--- src/rtl/gn3_ram.sv ---
// Generic single write port RAM with one registered read port
`timescale 1ns / 1ps
module gn3_ram #(
  parameter int WIDTH = 8,
  parameter int DEPTH = 256
) (
  input  logic                     clk,
  input  logic                     wr_en,
  input  logic [$clog2(DEPTH)-1:0] wr_addr,
  input  logic [WIDTH-1:0]         wr_data,
  input  logic                     rd_en,
  input  logic [$clog2(DEPTH)-1:0] rd_addr,
  output logic [WIDTH-1:0]         rd_data
);

  logic [WIDTH-1:0] mem [DEPTH];
  logic [WIDTH-1:0] rd_data_r;

  always_ff @(posedge clk) begin
    if (wr_en) begin
      mem[wr_addr] <= wr_data;
    end
    if (rd_en) begin
      rd_data_r <= mem[rd_addr];
    end
  end

  assign rd_data = rd_data_r;

endmodule

--- config.mk ---
export PLATFORM = sky130hd
export DESIGN_NAME = gn3_ram
export DESIGN_NICKNAME = d
export VERILOG_FILES = /design/src/rtl/gn3_ram.sv
export SDC_FILE = /design/constraint.sdc
export NUM_CORES = 2
export LEC_CHECK = 0
export BUFFER_PORTS_ARGS = -buffer_cell sky130_fd_sc_hd__buf_2
export CAP_MARGIN = 20
export CORE_MARGIN = 5
export CORE_UTILIZATION = 40
export CTS_BUF_LIST = sky130_fd_sc_hd__clkbuf_2
export CTS_CLUSTER_DIAMETER = 150
export DETAILED_ROUTE_END_ITERATION = 6
export GPL_TIMING_DRIVEN = 0
export SLEW_MARGIN = 10
export SYNTH_ARGS = -nofsm -noshare
export SYNTH_HDL_FRONTEND = slang
export SYNTH_SLANG_ARGS = --single-unit
export TNS_END_PERCENT = 20
--- constraint.sdc ---
create_clock -name clk -period 3.2 [get_ports clk]
set_input_delay 0.48 -clock clk [delete_from_list [all_inputs] [get_ports clk]]
set_output_delay 0.48 -clock clk [all_outputs]
set_load 0.005 [all_outputs]
**After elaboration in Yosys (flattened, before gate mapping)**

Memories as Yosys holds them, arrays and structs flattened. A register that Yosys moved wholly into a read port is not among the register bits.
Cells that the tools add are included.

- RAM bits: 2048
- Bits of input ports: 27
- Register bits after elaboration: 0
- Output and inout bits: 8
- Memories: 1
- Logic and storage cells: 3

Memories:

| memory | depth | width | rd ports | clocked after memory_dff | wr ports | line | text |
|---|---|---|---|---|---|---|---|
| mem | 256 | 8 | 1 | 1 | 1 | 16 | `logic [WIDTH-1:0] mem [DEPTH];` |

- Mux-type cells: 2

Operator list:

| kind | number |
|---|---|
| $mux 1 | 2 |

**Logic depth before layout (Yosys ltp)**

- Depth after elaboration: 2
- Depth in mapped cells: 11
- Mapped depth without buffers: 6

**Least setup slack after synthesis**

No wires, ideal clock.

- Kind: input-to-reg
- Start: in rd_addr[0]
- End: reg rd_data_r[2] (netlist: rd_data[2]), read port of mem (data pin)
- Path buffers: 4
- Setup slack: 0.644 ns
- Setup time: 0.269 ns
- Required time: 2.931 ns
- Arrival time: 2.287 ns
- Cell stages on the path: 9
- Cell sequence: buf_6 buf_12 buf_8 buf_2 mux4_2 a22oi_1 a21oi_1 nor4_1 nor4_2

RTL lines:

| element | line | text |
|---|---|---|
| from (decl) | 12 | `input logic [$clog2(DEPTH)-1:0] rd_addr,` |
| to (decl) | 17 | `logic [WIDTH-1:0] rd_data_r;` |

==> results.toml <==
[logic_synthesis]
netlist.area_leader.share_pct = 77.5
synth-seq-area-share_pct = 77.5
synthCells = 3733
yosys_warnings = 0
async_reset_ff_share_pct = 0
synth_edf_count = 2056
yosysTopAreaCell = "edfxtp_1"
yosysUniqueCellTypes = 54
synth_flop_cell = "edfxtp_1"
syn-num-nets = 3760
netlist_area_um2 = 79600
synth_seq_cells = 2056
avgSynthCellArea_um2 = 21.3
synthTopCellsByArea = "edfxtp_1, mux4_2, mux2i_1, nor2_1, a22oi_1"

[floorplan]
num_io_pins = 35
die_area_um2 = 208000
design.core.area_um2 = 198000
die-height_um = 456
die_w_um = 456
start_util_pct = 40.3
rows = 163

[critical_path]
worstSetupStartpointType = "primary input"
cpMaxStageDelayCell = "nor4_1"
end_kind = "flop"
cp_common_cell = "buf_2"
worstSetupPathType = "in -> reg"
cpLargestDelayFamily = "buffers and inverters"
cp_max_fo = 10
slowest_delay_ps = 970
worstPathArrival_ps = 4760
path_buf_inv = 5
crit_chain = "buf_2 -> buf_4 -> buf_2 -> buf_2 -> clkbuf_1 -> nand3_1 -> o211ai_1 -> a21oi_1 -> nor4_1 -> nor4_2"
required_ps = 4620

[detailed_routing]
via_count = 43700
ant_nets = 0
wl_per_cell_um = 33.5
post-route-drc-count = 0
wirelength_mm = 246
vias_per_cell = 5.96
drtIter0Drc = 6560
drt_first_pass_iters = 6

[timing]
finalSetupViolCount = 3
min_period_ps = 3340
hold_viol = 0
period_share_pct = 104
rsz0062_at_grt = "no"
hold-worst-slack_ps = 219
setup_ws_ps = -143
skew_ps = 199
worstMarginPinSlew_ps = 1310
slew_headroom_pct = 12.0
max_freq_ghz = 0.299
slew_violations = 0

[global_route]
grt_usage_pct = 23.2
antenna_found_initial = 17
overflow = 0
grt_max_degree = 149
grt_pass1_vias = 43500
grt_pass1_wl_mm = 337

[run_status]
violations = "setup timing"
status = "finished, violations left"

[place]
io_buffers = 27
placedCellCount = 6438
gpl.final_weighted_congestion = 0.930
place_area_um2 = 83900
hpwlAfterDp_mm = 164

[clock_network]
clock-root-buffer = "clkbuf_2"
clockBufferDepth = 4
cts_tree = "done"
insertion_delay_ps = 1820
cts.clk_slew.worst_paths_ps = 100
h-tree-depth = 6
cts_setup_buffers = 0
cts_inserted_buffers = 537
cts_sinks = 2056

[finish]
final_common_cell = "edfxtp_1"
final_cell_mix = "edfxtp_1, clkbuf_2, mux4_2"
syn_to_final_growth_pct = 11.6
layout.nets = 4416
stdcell_area_um2 = 88900
fill_cells = 17000
drive_above_1_share_pct = 31.3
final_cells = 7333

[flow_run]
max_cap_viol_count = 0

[pwr]
power_density_nw_per_um2 = 562
irDropWorstVdd_uv = 335
power_mw = 50.0
leakage_nw = 28.2

[worst_hold_path]
hold_class = "in -> reg"
[synthesized netlist by cell type (28+ instances only)]
| cell type | number |
|---|---|
| a22oi_1 | 133 |
| a21oi_1 | 96 |
| nand2_1 | 33 |
| buf_2 | 31 |
| nand3_1 | 34 |
| o221ai_1 | 46 |
| o22ai_1 | 28 |
| mux2i_1 | 134 |
| nor2b_1 | 31 |
| mux4_2 | 454 |
| nor2_1 | 282 |
| clkbuf_1 | 111 |
| edfxtp_1 | 2056 |
[worst paths after layout]
| path | from | endpoint | cells past startpoint | slack [ps] |
|---|---|---|---|---|
| min | wr_addr[7] | mem[196][0]$_DFFE_PP_ | 4 | 220 |
| max reg2reg | mem[18][5]$_DFFE_PP_ | rd_data[5]$_DFFE_PP_ | 6 | -50 |
| min reg2reg | mem[0][0]$_DFFE_PP_ | rd_data[0]$_DFFE_PP_ | 5 | 1120 |
| max | rd_addr[1] | rd_data[2]$_DFFE_PP_ | 10 | -140 |
[kinds of logic after synthesis]
family | share of synthesized area (%)
muxes | 14.6
AOI/OAI and AO/OA | 3.42
and+or+nand+nor | 2.63
buffers and inverters | 1.83
DFF | 77.5
[where the power goes]
part | switching (mW) | internal, mW | total, mW | leakage [nW]
sequential | 0.0298 | 29.7 | 29.7 | 18.5
combinational | 2.22 | 1.04 | 3.26 | 6.36
clock | 10.4 | 6.65 | 17.0 | 3.38
total | 12.6 | 37.3 | 50.0 | 28.2
[flip-flops by register name, indices dropped and copies added (netlist names)]
signal and flops:
mem 2048, rd_data 8
[tightest hold or removal path, stage by stage]
cell           delay [ps]
dlygate4sd3_1         530
buf_2                 210
nand4_1               310
nor2_1                280
[area by class of cell]
class / count / area, um2 / area share (%)
Sequential cell: 2056 / 61700 / 69.5
Multi-Input combinational cell: 1442 / 16500 / 18.6
Clock buffer: 753 / 3770 / 4.24
Tap cell: 2640 / 3300 / 3.72
Timing Repair Buffer: 117 / 1570 / 1.77
Buffer: 233 / 1490 / 1.67
Clock inverter: 78 / 459 / 0.517
Antenna cell: 12 / 30.0 / 0.0338
Inverter: 2 / 7.51 / 0.00845
[layer usage]
layer  vias to the layer above  global-route usage, %  routed length, um
met5                         -                      0                 21
met4                         4                   10.4              10800
met3                       505                   6.70              28200
met2                      2937                   35.2             113000
met1                     23000                   31.3              93300
li1                      17300                      -                  -
[through the flow]
| stage | TNS [ps] | worst slack, ps | util (%) |
|---|---|---|---|
| 6_report | -262 | -143 | 45.0 |
| 2_1_floorplan | 0 | 644 | - |
| 3_5_place_dp | -253900 | -2160 | 42.5 |
| 4_1_cts | -45.1 | -20.9 | 44.9 |
| 3_3_place_gp | -3914150 | -2360 | 42.0 |
| 5_1_grt | 0 | 14.4 | 45.0 |
[repair_timing]
action                                  in CTS  in global routing
resized for setup                            4                  4
hold buffers                                47                  0
endpoints found under the setup margin       5                  2
hold endpoints to repair                  3307                  0
(Power assumes the default switching activity.)
